## src/rtl/core/canrx_pkg.sv

```systemverilog
// ----------------------------------------------------------------------------
// CAN reassembly package
// Shared constants, the CRC-16/Modbus byte update and the command and status
// bundles that join the controller and the datapath.
// ----------------------------------------------------------------------------
package canrx_pkg;

   localparam logic [15:0] CRC_INIT     = 16'hFFFF;
   localparam logic [15:0] CRC_POLY     = 16'hA001;
   localparam int          MSG_LIMIT    = 128;
   localparam int          SINGLE_LIMIT = 8;
   localparam int          SEG_DATA     = 6;
   localparam int          MAX_SEGMENTS = 16;
   localparam int          SEGIDX_W     = $clog2(MAX_SEGMENTS);
   localparam int          IDX_W        = 8;
   localparam int          POS_W        = 9;
   localparam logic [6:0]  AUX_RESET    = 7'd127;

   // Commands from the controller to the datapath.
   typedef struct packed {
      logic clear;
      logic capture;
      logic seg_wr;
      logic scan_start;
      logic fetch;
      logic scan;
      logic emit_start;
      logic fill;
      logic push;
   } canrx_cmd_type;

   // Status from the datapath back to the controller.
   typedef struct packed {
      logic clr_last;
      logic is_long;
      logic seg_ok;
      logic seg_final;
      logic seg_wr_last;
      logic scan_abort;
      logic scan_done;
      logic msg_ok;
      logic fill_done;
      logic chunk_last;
      logic out_free;
   } canrx_sts_type;

   // One byte of CRC-16/Modbus, least significant bit first.
   function automatic logic [15:0] crc16_byte(input logic [15:0] crc_val,
                                              input logic [7:0]  data_byte);
      logic [15:0] c;
      c = crc_val ^ {8'h00, data_byte};
      for (int b = 0; b < 8; b++) begin
         c = c[0] ? ((c >> 1) ^ CRC_POLY) : (c >> 1);
      end
      return c;
   endfunction

endpackage

```

## src/rtl/core/canrx_ram.sv

```systemverilog
// ----------------------------------------------------------------------------
// Generic single-port-write RAM
// One write port and one read port; the read data is registered.
// ----------------------------------------------------------------------------
module canrx_ram #(
   parameter int WIDTH = 8,
   parameter int DEPTH = 128
) (
   input  logic                     clock,
   input  logic                     wr_en,
   input  logic [$clog2(DEPTH)-1:0] wr_addr,
   input  logic [WIDTH-1:0]         wr_data,
   input  logic [$clog2(DEPTH)-1:0] rd_addr,
   output logic [WIDTH-1:0]         rd_data
);

   logic [WIDTH-1:0] mem_ff [DEPTH];
   logic [WIDTH-1:0] rd_data_ff;

   always_ff @(posedge clock) begin
      if (wr_en) begin
         mem_ff[wr_addr] <= wr_data;
      end
      rd_data_ff <= mem_ff[rd_addr];
   end

   assign rd_data = rd_data_ff;

endmodule

```

## src/rtl/core/canrx_dp.sv

```systemverilog
// ----------------------------------------------------------------------------
// CAN reassembly datapath
// Frame capture, segment buffer, byte-serial CRC scan, chunk assembly and the
// result register.
// ----------------------------------------------------------------------------
module canrx_dp import canrx_pkg::*; #(
   parameter int BUF_BYTES = 128
) (
   input  logic          clock,
   input  logic          reset,
   input  canrx_cmd_type cmd,
   output canrx_sts_type sts,
   input  logic          req_is_long,
   input  logic [63:0]   req_frame_bytes,
   input  logic          csr_wr_en,
   input  logic [6:0]    csr_wr_data,
   input  logic          rsp_ready,
   output logic          rsp_valid,
   output logic [6:0]    rsp_reg_addr,
   output logic          rsp_is_write,
   output logic [6:0]    rsp_payload_len,
   output logic [3:0]    rsp_chunk_index,
   output logic [63:0]   rsp_chunk_data,
   output logic [3:0]    rsp_chunk_bytes,
   output logic          rsp_last
);

   localparam int ADDR_W  = $clog2(BUF_BYTES);
   localparam int MSG_MAX = (BUF_BYTES < MSG_LIMIT) ? BUF_BYTES : MSG_LIMIT;

   // Control registers.
   logic [6:0]        aux_ff, aux_in;
   logic [ADDR_W-1:0] clr_ff, clr_in;
   logic              cur_valid_ff, cur_valid_in;
   logic              rsp_valid_ff, rsp_valid_in;

   // Payload registers.
   logic [63:0]      frame_ff, frame_in;
   logic             long_ff, long_in;
   logic [2:0]       wi_ff, wi_in;
   logic [IDX_W-1:0] fetch_ff, fetch_in;
   logic [IDX_W-1:0] cur_idx_ff, cur_idx_in;
   logic [7:0]       frame_byte_ff, frame_byte_in;
   logic [15:0]      crc_ff, crc_in;
   logic [7:0]       reg_byte_ff, reg_byte_in;
   logic [7:0]       plen_ff, plen_in;
   logic [7:0]       rx_hi_ff, rx_hi_in;
   logic [7:0]       rx_lo_ff, rx_lo_in;
   logic [6:0]       rem_ff, rem_in;
   logic [3:0]       nf_ff, nf_in;
   logic [3:0]       k_ff, k_in;
   logic [63:0]      chunk_ff, chunk_in;
   logic [6:0]       o_reg_ff, o_reg_in;
   logic             o_wr_ff, o_wr_in;
   logic [6:0]       o_len_ff, o_len_in;
   logic [3:0]       o_idx_ff, o_idx_in;
   logic [63:0]      o_data_ff, o_data_in;
   logic [3:0]       o_cnt_ff, o_cnt_in;
   logic             o_last_ff, o_last_in;

   // Memory port.
   logic              ram_we;
   logic [ADDR_W-1:0] ram_waddr;
   logic [7:0]        ram_wdata;
   logic [ADDR_W-1:0] ram_raddr;
   logic [7:0]        ram_rdata;

   // Combinational helpers.
   logic [7:0]       seg_total;
   logic [7:0]       seg_idx;
   logic [POS_W-1:0] seg_pos;
   logic [7:0]       seg_byte;
   logic             fetch_go;
   logic [7:0]       cur_byte;
   logic             len_bad;
   logic [8:0]       plen_ext;
   logic [8:0]       idx_ext;
   logic             crc_take;
   logic [3:0]       chunk_cnt;
   logic             fill_more;
   logic [2:0]       lane;
   logic             out_free;

   canrx_ram #(
      .WIDTH (8),
      .DEPTH (BUF_BYTES)
   ) u_buf (
      .clock   (clock),
      .wr_en   (ram_we),
      .wr_addr (ram_waddr),
      .wr_data (ram_wdata),
      .rd_addr (ram_raddr),
      .rd_data (ram_rdata)
   );

   always_comb begin
      seg_total = frame_ff[7:0];
      seg_idx   = frame_ff[63:56];
      seg_pos   = POS_W'(seg_idx[SEGIDX_W-1:0]) * POS_W'(SEG_DATA) + POS_W'(wi_ff);
      seg_byte  = frame_ff[{3'(wi_ff + 3'd1), 3'b000} +: 8];

      ram_we    = cmd.clear | (cmd.seg_wr & (seg_pos < POS_W'(BUF_BYTES)));
      ram_waddr = cmd.clear ? clr_ff : seg_pos[ADDR_W-1:0];
      ram_wdata = cmd.clear ? 8'h00 : seg_byte;
      ram_raddr = fetch_ff[ADDR_W-1:0];

      cur_byte  = long_ff ? ram_rdata : frame_byte_ff;
      plen_ext  = {1'b0, plen_ff};
      idx_ext   = {1'b0, cur_idx_ff};
      len_bad   = long_ff ? ({1'b0, cur_byte} + 9'd4 > 9'(MSG_MAX))
                          : ({1'b0, cur_byte} + 9'd4 > 9'(SINGLE_LIMIT));
      crc_take  = (cur_idx_ff < IDX_W'(2)) || (idx_ext < plen_ext + 9'd2);

      chunk_cnt = (rem_ff > 7'd8) ? 4'd8 : rem_ff[3:0];
      fill_more = nf_ff < chunk_cnt;
      fetch_go  = cmd.fetch | (cmd.fill & fill_more);
      lane      = cur_idx_ff[2:0] - 3'd2;
      out_free  = !rsp_valid_ff || rsp_ready;
   end

   always_comb begin
      sts.clr_last    = clr_ff == ADDR_W'(BUF_BYTES - 1);
      sts.is_long     = long_ff;
      sts.seg_ok      = (seg_total <= 8'(MAX_SEGMENTS)) && (seg_idx < seg_total);
      sts.seg_final   = ({1'b0, seg_idx} + 9'd1) == {1'b0, seg_total};
      sts.seg_wr_last = wi_ff == 3'(SEG_DATA - 1);
      sts.scan_abort  = cur_valid_ff && (cur_idx_ff == IDX_W'(1)) && len_bad;
      sts.scan_done   = cur_valid_ff && (cur_idx_ff >= IDX_W'(2))
                        && (idx_ext == plen_ext + 9'd3);
      sts.msg_ok      = (crc_ff == {rx_hi_ff, rx_lo_ff})
                        && !(long_ff && (reg_byte_ff[6:0] == aux_ff));
      sts.fill_done   = !fill_more && !cur_valid_ff;
      sts.chunk_last  = rem_ff <= 7'd8;
      sts.out_free    = out_free;
   end

   // Next-state logic.
   always_comb begin
      aux_in        = csr_wr_en ? csr_wr_data : aux_ff;
      clr_in        = cmd.clear ? clr_ff + ADDR_W'(1) : clr_ff;
      cur_valid_in  = fetch_go;
      frame_in      = cmd.capture ? req_frame_bytes : frame_ff;
      long_in       = cmd.capture ? req_is_long : long_ff;
      wi_in         = cmd.capture ? 3'd0 : (cmd.seg_wr ? wi_ff + 3'd1 : wi_ff);
      fetch_in      = fetch_ff;
      cur_idx_in    = cur_idx_ff;
      frame_byte_in = frame_byte_ff;
      crc_in        = crc_ff;
      reg_byte_in   = reg_byte_ff;
      plen_in       = plen_ff;
      rx_hi_in      = rx_hi_ff;
      rx_lo_in      = rx_lo_ff;
      rem_in        = rem_ff;
      nf_in         = nf_ff;
      k_in          = k_ff;
      chunk_in      = chunk_ff;

      if (fetch_go) begin
         fetch_in      = fetch_ff + IDX_W'(1);
         cur_idx_in    = fetch_ff;
         frame_byte_in = frame_ff[{fetch_ff[2:0], 3'b000} +: 8];
      end

      if (cmd.scan_start) begin
         fetch_in = '0;
         crc_in   = CRC_INIT;
      end

      if (cmd.scan && cur_valid_ff) begin
         if (crc_take) begin
            crc_in = crc16_byte(crc_ff, cur_byte);
         end
         if (cur_idx_ff == IDX_W'(0)) begin
            reg_byte_in = cur_byte;
         end
         if (cur_idx_ff == IDX_W'(1)) begin
            plen_in = cur_byte;
         end
         if ((cur_idx_ff >= IDX_W'(2)) && (idx_ext == plen_ext + 9'd2)) begin
            rx_hi_in = cur_byte;
         end
         if ((cur_idx_ff >= IDX_W'(2)) && (idx_ext == plen_ext + 9'd3)) begin
            rx_lo_in = cur_byte;
         end
      end

      if (cmd.emit_start) begin
         fetch_in = IDX_W'(2);
         rem_in   = plen_ff[6:0];
         nf_in    = 4'd0;
         k_in     = 4'd0;
         chunk_in = '0;
      end

      if (cmd.fill) begin
         if (fill_more) begin
            nf_in = nf_ff + 4'd1;
         end
         if (cur_valid_ff) begin
            chunk_in[{lane, 3'b000} +: 8] = cur_byte;
         end
      end

      if (cmd.push) begin
         rem_in   = rem_ff - 7'(chunk_cnt);
         nf_in    = 4'd0;
         k_in     = k_ff + 4'd1;
         chunk_in = '0;
      end
   end

   // Result register: loads a finished chunk while the previous one leaves.
   always_comb begin
      rsp_valid_in = cmd.push ? 1'b1 : (rsp_ready ? 1'b0 : rsp_valid_ff);
      o_reg_in     = o_reg_ff;
      o_wr_in      = o_wr_ff;
      o_len_in     = o_len_ff;
      o_idx_in     = o_idx_ff;
      o_data_in    = o_data_ff;
      o_cnt_in     = o_cnt_ff;
      o_last_in    = o_last_ff;
      if (cmd.push) begin
         o_reg_in  = reg_byte_ff[6:0];
         o_wr_in   = reg_byte_ff[7];
         o_len_in  = plen_ff[6:0];
         o_idx_in  = k_ff;
         o_data_in = chunk_ff;
         o_cnt_in  = chunk_cnt;
         o_last_in = rem_ff <= 7'd8;
      end
   end

   always_ff @(posedge clock) begin
      if (reset) begin
         aux_ff       <= AUX_RESET;
         clr_ff       <= '0;
         cur_valid_ff <= 1'b0;
         rsp_valid_ff <= 1'b0;
      end else begin
         aux_ff       <= aux_in;
         clr_ff       <= clr_in;
         cur_valid_ff <= cur_valid_in;
         rsp_valid_ff <= rsp_valid_in;
      end
   end

   always_ff @(posedge clock) begin
      frame_ff      <= frame_in;
      long_ff       <= long_in;
      wi_ff         <= wi_in;
      fetch_ff      <= fetch_in;
      cur_idx_ff    <= cur_idx_in;
      frame_byte_ff <= frame_byte_in;
      crc_ff        <= crc_in;
      reg_byte_ff   <= reg_byte_in;
      plen_ff       <= plen_in;
      rx_hi_ff      <= rx_hi_in;
      rx_lo_ff      <= rx_lo_in;
      rem_ff        <= rem_in;
      nf_ff         <= nf_in;
      k_ff          <= k_in;
      chunk_ff      <= chunk_in;
      o_reg_ff      <= o_reg_in;
      o_wr_ff       <= o_wr_in;
      o_len_ff      <= o_len_in;
      o_idx_ff      <= o_idx_in;
      o_data_ff     <= o_data_in;
      o_cnt_ff      <= o_cnt_in;
      o_last_ff     <= o_last_in;
   end

   assign rsp_valid       = rsp_valid_ff;
   assign rsp_reg_addr    = o_reg_ff;
   assign rsp_is_write    = o_wr_ff;
   assign rsp_payload_len = o_len_ff;
   assign rsp_chunk_index = o_idx_ff;
   assign rsp_chunk_data  = o_data_ff;
   assign rsp_chunk_bytes = o_cnt_ff;
   assign rsp_last        = o_last_ff;

endmodule

```

## src/rtl/core/canrx_ctrl.sv

```systemverilog
// ----------------------------------------------------------------------------
// CAN reassembly controller
// Sequences buffer clearing, segment writes, the CRC scan and chunk output.
// ----------------------------------------------------------------------------
module canrx_ctrl import canrx_pkg::*; (
   input  logic          clock,
   input  logic          reset,
   input  logic          req_valid,
   output logic          req_ready,
   input  canrx_sts_type sts,
   output canrx_cmd_type cmd
);

   typedef enum logic [7:0] {
      ST_CLEAR  = 8'b0000_0001,
      ST_IDLE   = 8'b0000_0010,
      ST_DECODE = 8'b0000_0100,
      ST_WRITE  = 8'b0000_1000,
      ST_SCAN   = 8'b0001_0000,
      ST_VERIFY = 8'b0010_0000,
      ST_FILL   = 8'b0100_0000,
      ST_PUSH   = 8'b1000_0000
   } canrx_state_type;

   canrx_state_type state_ff, state_in;

   always_comb begin
      state_in  = state_ff;
      cmd       = '0;
      req_ready = 1'b0;
      case (state_ff)
         ST_CLEAR: begin
            cmd.clear = 1'b1;
            if (sts.clr_last) begin
               state_in = ST_IDLE;
            end
         end
         ST_IDLE: begin
            req_ready = 1'b1;
            if (req_valid) begin
               cmd.capture = 1'b1;
               state_in    = ST_DECODE;
            end
         end
         ST_DECODE: begin
            if (!sts.is_long) begin
               cmd.scan_start = 1'b1;
               state_in       = ST_SCAN;
            end else if (sts.seg_ok) begin
               state_in = ST_WRITE;
            end else begin
               state_in = ST_IDLE;
            end
         end
         ST_WRITE: begin
            cmd.seg_wr = 1'b1;
            if (sts.seg_wr_last) begin
               if (sts.seg_final) begin
                  cmd.scan_start = 1'b1;
                  state_in       = ST_SCAN;
               end else begin
                  state_in = ST_IDLE;
               end
            end
         end
         ST_SCAN: begin
            cmd.fetch = 1'b1;
            cmd.scan  = 1'b1;
            if (sts.scan_abort) begin
               state_in = ST_IDLE;
            end else if (sts.scan_done) begin
               state_in = ST_VERIFY;
            end
         end
         ST_VERIFY: begin
            if (sts.msg_ok) begin
               cmd.emit_start = 1'b1;
               state_in       = ST_FILL;
            end else begin
               state_in = ST_IDLE;
            end
         end
         ST_FILL: begin
            cmd.fill = 1'b1;
            if (sts.fill_done) begin
               state_in = ST_PUSH;
            end
         end
         ST_PUSH: begin
            if (sts.out_free) begin
               cmd.push = 1'b1;
               state_in = sts.chunk_last ? ST_IDLE : ST_FILL;
            end
         end
         default: begin
            state_in = ST_CLEAR;
         end
      endcase
   end

   always_ff @(posedge clock) begin
      if (reset) begin
         state_ff <= ST_CLEAR;
      end else begin
         state_ff <= state_in;
      end
   end

endmodule

```

## src/rtl/core/can_segment_reassembly_crc16_check_top.sv

```systemverilog
// ----------------------------------------------------------------------------
// CAN segment reassembly with CRC-16/Modbus check
// Takes 8-byte CAN frames, reassembles segmented messages, checks them and
// delivers valid payloads in chunks of up to eight bytes.
// ----------------------------------------------------------------------------
// Usage:
// The req channel takes one CAN frame per beat: req_is_long marks a segment
// of a long message, req_frame_bytes holds the eight frame bytes with byte 0
// in the low bits. The rsp channel delivers one payload chunk per beat, with
// the register number, the write flag, the payload length, the chunk number,
// up to eight payload bytes and rsp_last on the final chunk of a message.
// Messages that fail the length or CRC check produce no beats at all, and so
// do valid long messages addressed to the aux register set through csr_wr_en
// and csr_wr_data (reset value 127). Write that register only while idle.
// After reset the block zeroes its segment buffer, one byte per cycle, and
// req_ready stays low until it is done. Frames are handled one at a time.
// A message that fails its check leaves the block at the end of its scan.
// The buffer has a byte-wide read port: the CRC scan and the chunk fill walk
// the buffer one byte per cycle. A finished chunk waits in an output register,
// so a stalled receiver holds the block only when another chunk is ready while
// the previous one still waits; the last chunk of a message never blocks req.
// ----------------------------------------------------------------------------
module can_segment_reassembly_crc16_check_top import canrx_pkg::*; #(
   parameter int BUF_BYTES = 128
) (
   input  logic        clock,
   input  logic        reset,
   input  logic        req_valid,
   output logic        req_ready,
   input  logic        req_is_long,
   input  logic [63:0] req_frame_bytes,
   output logic        rsp_valid,
   input  logic        rsp_ready,
   output logic [6:0]  rsp_reg_addr,
   output logic        rsp_is_write,
   output logic [6:0]  rsp_payload_len,
   output logic [3:0]  rsp_chunk_index,
   output logic [63:0] rsp_chunk_data,
   output logic [3:0]  rsp_chunk_bytes,
   output logic        rsp_last,
   input  logic        csr_wr_en,
   input  logic [6:0]  csr_wr_data
);

   // The controller holds only its state and issues commands; all other storage lives in the datapath.
   canrx_cmd_type cmd;
   canrx_sts_type sts;

   canrx_ctrl u_ctrl (
      .clock     (clock),
      .reset     (reset),
      .req_valid (req_valid),
      .req_ready (req_ready),
      .sts       (sts),
      .cmd       (cmd)
   );

   canrx_dp #(
      .BUF_BYTES (BUF_BYTES)
   ) u_dp (
      .clock           (clock),
      .reset           (reset),
      .cmd             (cmd),
      .sts             (sts),
      .req_is_long     (req_is_long),
      .req_frame_bytes (req_frame_bytes),
      .csr_wr_en       (csr_wr_en),
      .csr_wr_data     (csr_wr_data),
      .rsp_ready       (rsp_ready),
      .rsp_valid       (rsp_valid),
      .rsp_reg_addr    (rsp_reg_addr),
      .rsp_is_write    (rsp_is_write),
      .rsp_payload_len (rsp_payload_len),
      .rsp_chunk_index (rsp_chunk_index),
      .rsp_chunk_data  (rsp_chunk_data),
      .rsp_chunk_bytes (rsp_chunk_bytes),
      .rsp_last        (rsp_last)
   );

endmodule

```

## config.mk

```make
export PLATFORM = sky130hd
export DESIGN_NAME = can_segment_reassembly_crc16_check_top
export DESIGN_NICKNAME = d
export VERILOG_FILES = /design/src/rtl/core/canrx_pkg.sv /design/src/rtl/core/canrx_ram.sv /design/src/rtl/core/canrx_dp.sv /design/src/rtl/core/canrx_ctrl.sv /design/src/rtl/core/can_segment_reassembly_crc16_check_top.sv
export SDC_FILE = /design/constraint.sdc
export NUM_CORES = 2
export LEC_CHECK = 0
export BUFFER_PORTS_ARGS = -buffer_cell sky130_fd_sc_hd__buf_2
export CAP_MARGIN = 10
export CORE_UTILIZATION = 39
export DETAILED_ROUTE_END_ITERATION = 8
export MAX_ROUTING_LAYER = met4
export PLACE_DENSITY = 0.53
export SLEW_MARGIN = 20
export SYNTH_ARGS = -nofsm -noshare
export SYNTH_HDL_FRONTEND = slang
export SYNTH_SLANG_ARGS = --single-unit
```

## constraint.sdc

```tcl
create_clock -name clock -period 15.4 [get_ports clock]
set_input_delay 4.62 -clock clock [delete_from_list [all_inputs] [get_ports clock]]
set_output_delay 4.62 -clock clock [all_outputs]
set_load 0.03 [all_outputs]
```

==> qor.csv <==
metric,value,unit
fin_crit_sh,46.8,%
synth_edf_count,1236,
grt_pass1_wl,195000,µm
cts_max_path_buffers,3,
grt-busiest-layer,met2,
place_congestion,0.838,
drtPass1Iterations,5,
critPathArrivalTime,2590,ps
fin_cells,5000,
fin_skew,34.1,ps
yosys.area.top_type,edfxtp_1,
start_kind,flip-flop,
num_io_pins,167,
p_leak,20.0,nW
dp.cells,4732,
syn_to_final_growth,15.8,%
synth_ff_type,edfxtp_1,
die_area,140000,µm²
drive_gt1_share,29.6,%
dr.first_iter.drc_count,2426,
grt-ovfl-total,0,
fp.coreArea,137000,µm²
grtUsageMet3,3.35,%
place_hpwl,83900,µm
cts_tree,built,
avgRoutedWirePerCell,26.4,µm
ant_nets,0,
cp-end-kind,primary output,
drv_slew,0,
track_usage,19.5,%
grt_pass1_vias,28500,
synth-seq-cells,1363,
antenna_found_initial,1,
grt_util_met2,31.0,%
ys_types,67,
clock.fmax,139,MHz
synth_nets,2910,
drcViolationCount,0,
wirelength,132000,µm
use_met1,26.0,%
clk_latency,780,ps
hold_buffers,0,
crit_path_max_fanout,5,
pre_cts_slack,8190,ps
final_nets,3210,
final_cell_mix,"edfxtp_1 (1236), mux4_2 (368), buf_2 (166)",
cp.required,10780,ps
critPathKind,reg2out,
path_cells,nor4_2 > nand2_1 > nor3b_1 > buf_2,
clk_pin_slew,70,ps
tns,0,ps
portBuffers,166,
p_per_area,129,nW/µm²
min_path_type,reg2reg,
cts_sinks,1363,
synth.area.top_cells,"edfxtp_1 (69%), mux4_2 (15%), dfxtp_1 (4.7%)",
irDropWorstVdd,0.0895,mV
finalWorstSetupSlack,8190,ps
synth-warning-count,0,
synth_area,54100,µm²
via_count,27700,
seq_area_frac_synth,73.3,%
synth_top_area_share,68.6,%
drv_cap,0,
setup_viol,0,
slowest_stage,nor3b_1,
period_minus_slack,7210,ps
slowest_delay,530,ps
synthArstFlopShare,0,%
netlist_instances,2787,
synth_area_per_cell,19.4,µm²
worst_slew_pin_slew,1090,ps
floorplan.initialDensity,39.4,%
cts_resized,0,
relSlewSlack,27.3,%
die_w,374,µm
numCtsBuffers,146,
die_h,374,µm
grt_max_degree,97,
rsz0062_at_grt,false,
post_cts_buffers,0,
root_buffer,clkbuf_16,
report.power.total,8.08,mW
num_rows,136,
final_hold_viol_count,0,
post_drt_via_cell_ratio,5.54,
final_common_cell,edfxtp_1,
status,"complete, no violations",
diodes,0,
h-tree-depth,4,
sequential cells by signal (all words and copies together) (netlist names), 16 cells and up:
name,flops
u_dp.rsp_chunk_data,64
u_dp.frame_ff,64
u_dp.crc_ff,16
u_dp.u_buf.mem_ff,1024
u_dp.chunk_ff,64
worst paths after layout:
kind | from | end | slack, ps | cells after the start
hold reg to reg | u_dp.chunk_ff[47] | u_dp.rsp_chunk_data[47] | 430 | 0
hold / removal | u_dp.chunk_ff[47] | u_dp.rsp_chunk_data[47] | 430 | 0
setup reg to reg | u_dp.fetch_ff[0] | u_dp.u_buf.rd_data[4] | 9740 | 7
setup / recovery | u_ctrl.state_ff[7] | req_ready | 8190 | 4
metal layers:
metal,wire [µm],vias to the layer above
met5,0,-
met4,2450,0
met3,6910,180
met2,65400,858
met1,57100,14700
li1,-,12000
cells in the mapped netlist (10+ instances only):
master	instances
a21oi_1	59
a22oi_1	41
buf_1	13
buf_2	30
clkbuf_1	97
dfxtp_1	127
edfxtp_1	1236
ha_1	44
inv_1	40
mux2_2	10
mux2i_1	11
mux4_2	368
nand2_1	105
nand2b_1	11
nand3_1	27
nand4_1	22
nor2_1	152
nor2b_1	13
nor3_1	123
o21ai_0	20
xnor2_1	66
xor2_1	29
worst max-delay path: cells and delay by family, from the launching register on:
family / cells / cell delay (ps)
AND/OR/NAND/NOR: 3 / 1140
flip-flops: 1 / 340
buffers and inverters: 1 / 340
through the flow:
| step | hold WS (ps) | utilization (%) | cell area, µm² |
|---|---|---|---|
| after floorplan | 400 | - | 54100 |
| final | 434 | 45.6 | 62600 |
| after global routing | 450 | 45.6 | 62600 |
| after CTS | 440 | 45.5 | 62600 |
| after detailed placement | 424 | 42.0 | 57800 |
| after global placement | 416 | 42.0 | 57700 |
final cells by class:
type / instances / area [µm²]
multi-input cells: 1237 / 13900
fillers: 11600 / 74900
flip-flops and latches: 1363 / 39700
clock inverters: 89 / 898
repair buffers: 297 / 1830
inverters: 42 / 160
clock buffers: 178 / 3910
well taps: 1794 / 2240
cell families (layout without fill, tap and decap cells):
logic type | after synthesis | in the layout | share of synthesized area (%)
AOI/OAI and AO/OA | 190 | 190 | 2.34
DFF | 1363 | 1363 | 73.3
adders and majority gates | 46 | 46 | 1.09
buffers and inverters | 187 | 606 | 1.41
and+or+nand+nor | 515 | 515 | 4.56
xor gates and xnor gates | 95 | 95 | 1.54
other | 1 | 1 | 0.00693
muxes | 390 | 390 | 15.8
where the power goes:
part | switching [mW] | internal, mW | leakage (nW)
clock network | 1.45 | 2.05 | 2.34
registers | 0.0254 | 4.11 | 12.2
logic | 0.321 | 0.118 | 5.41
No activity file was read; power rests on OpenSTA's default activity.
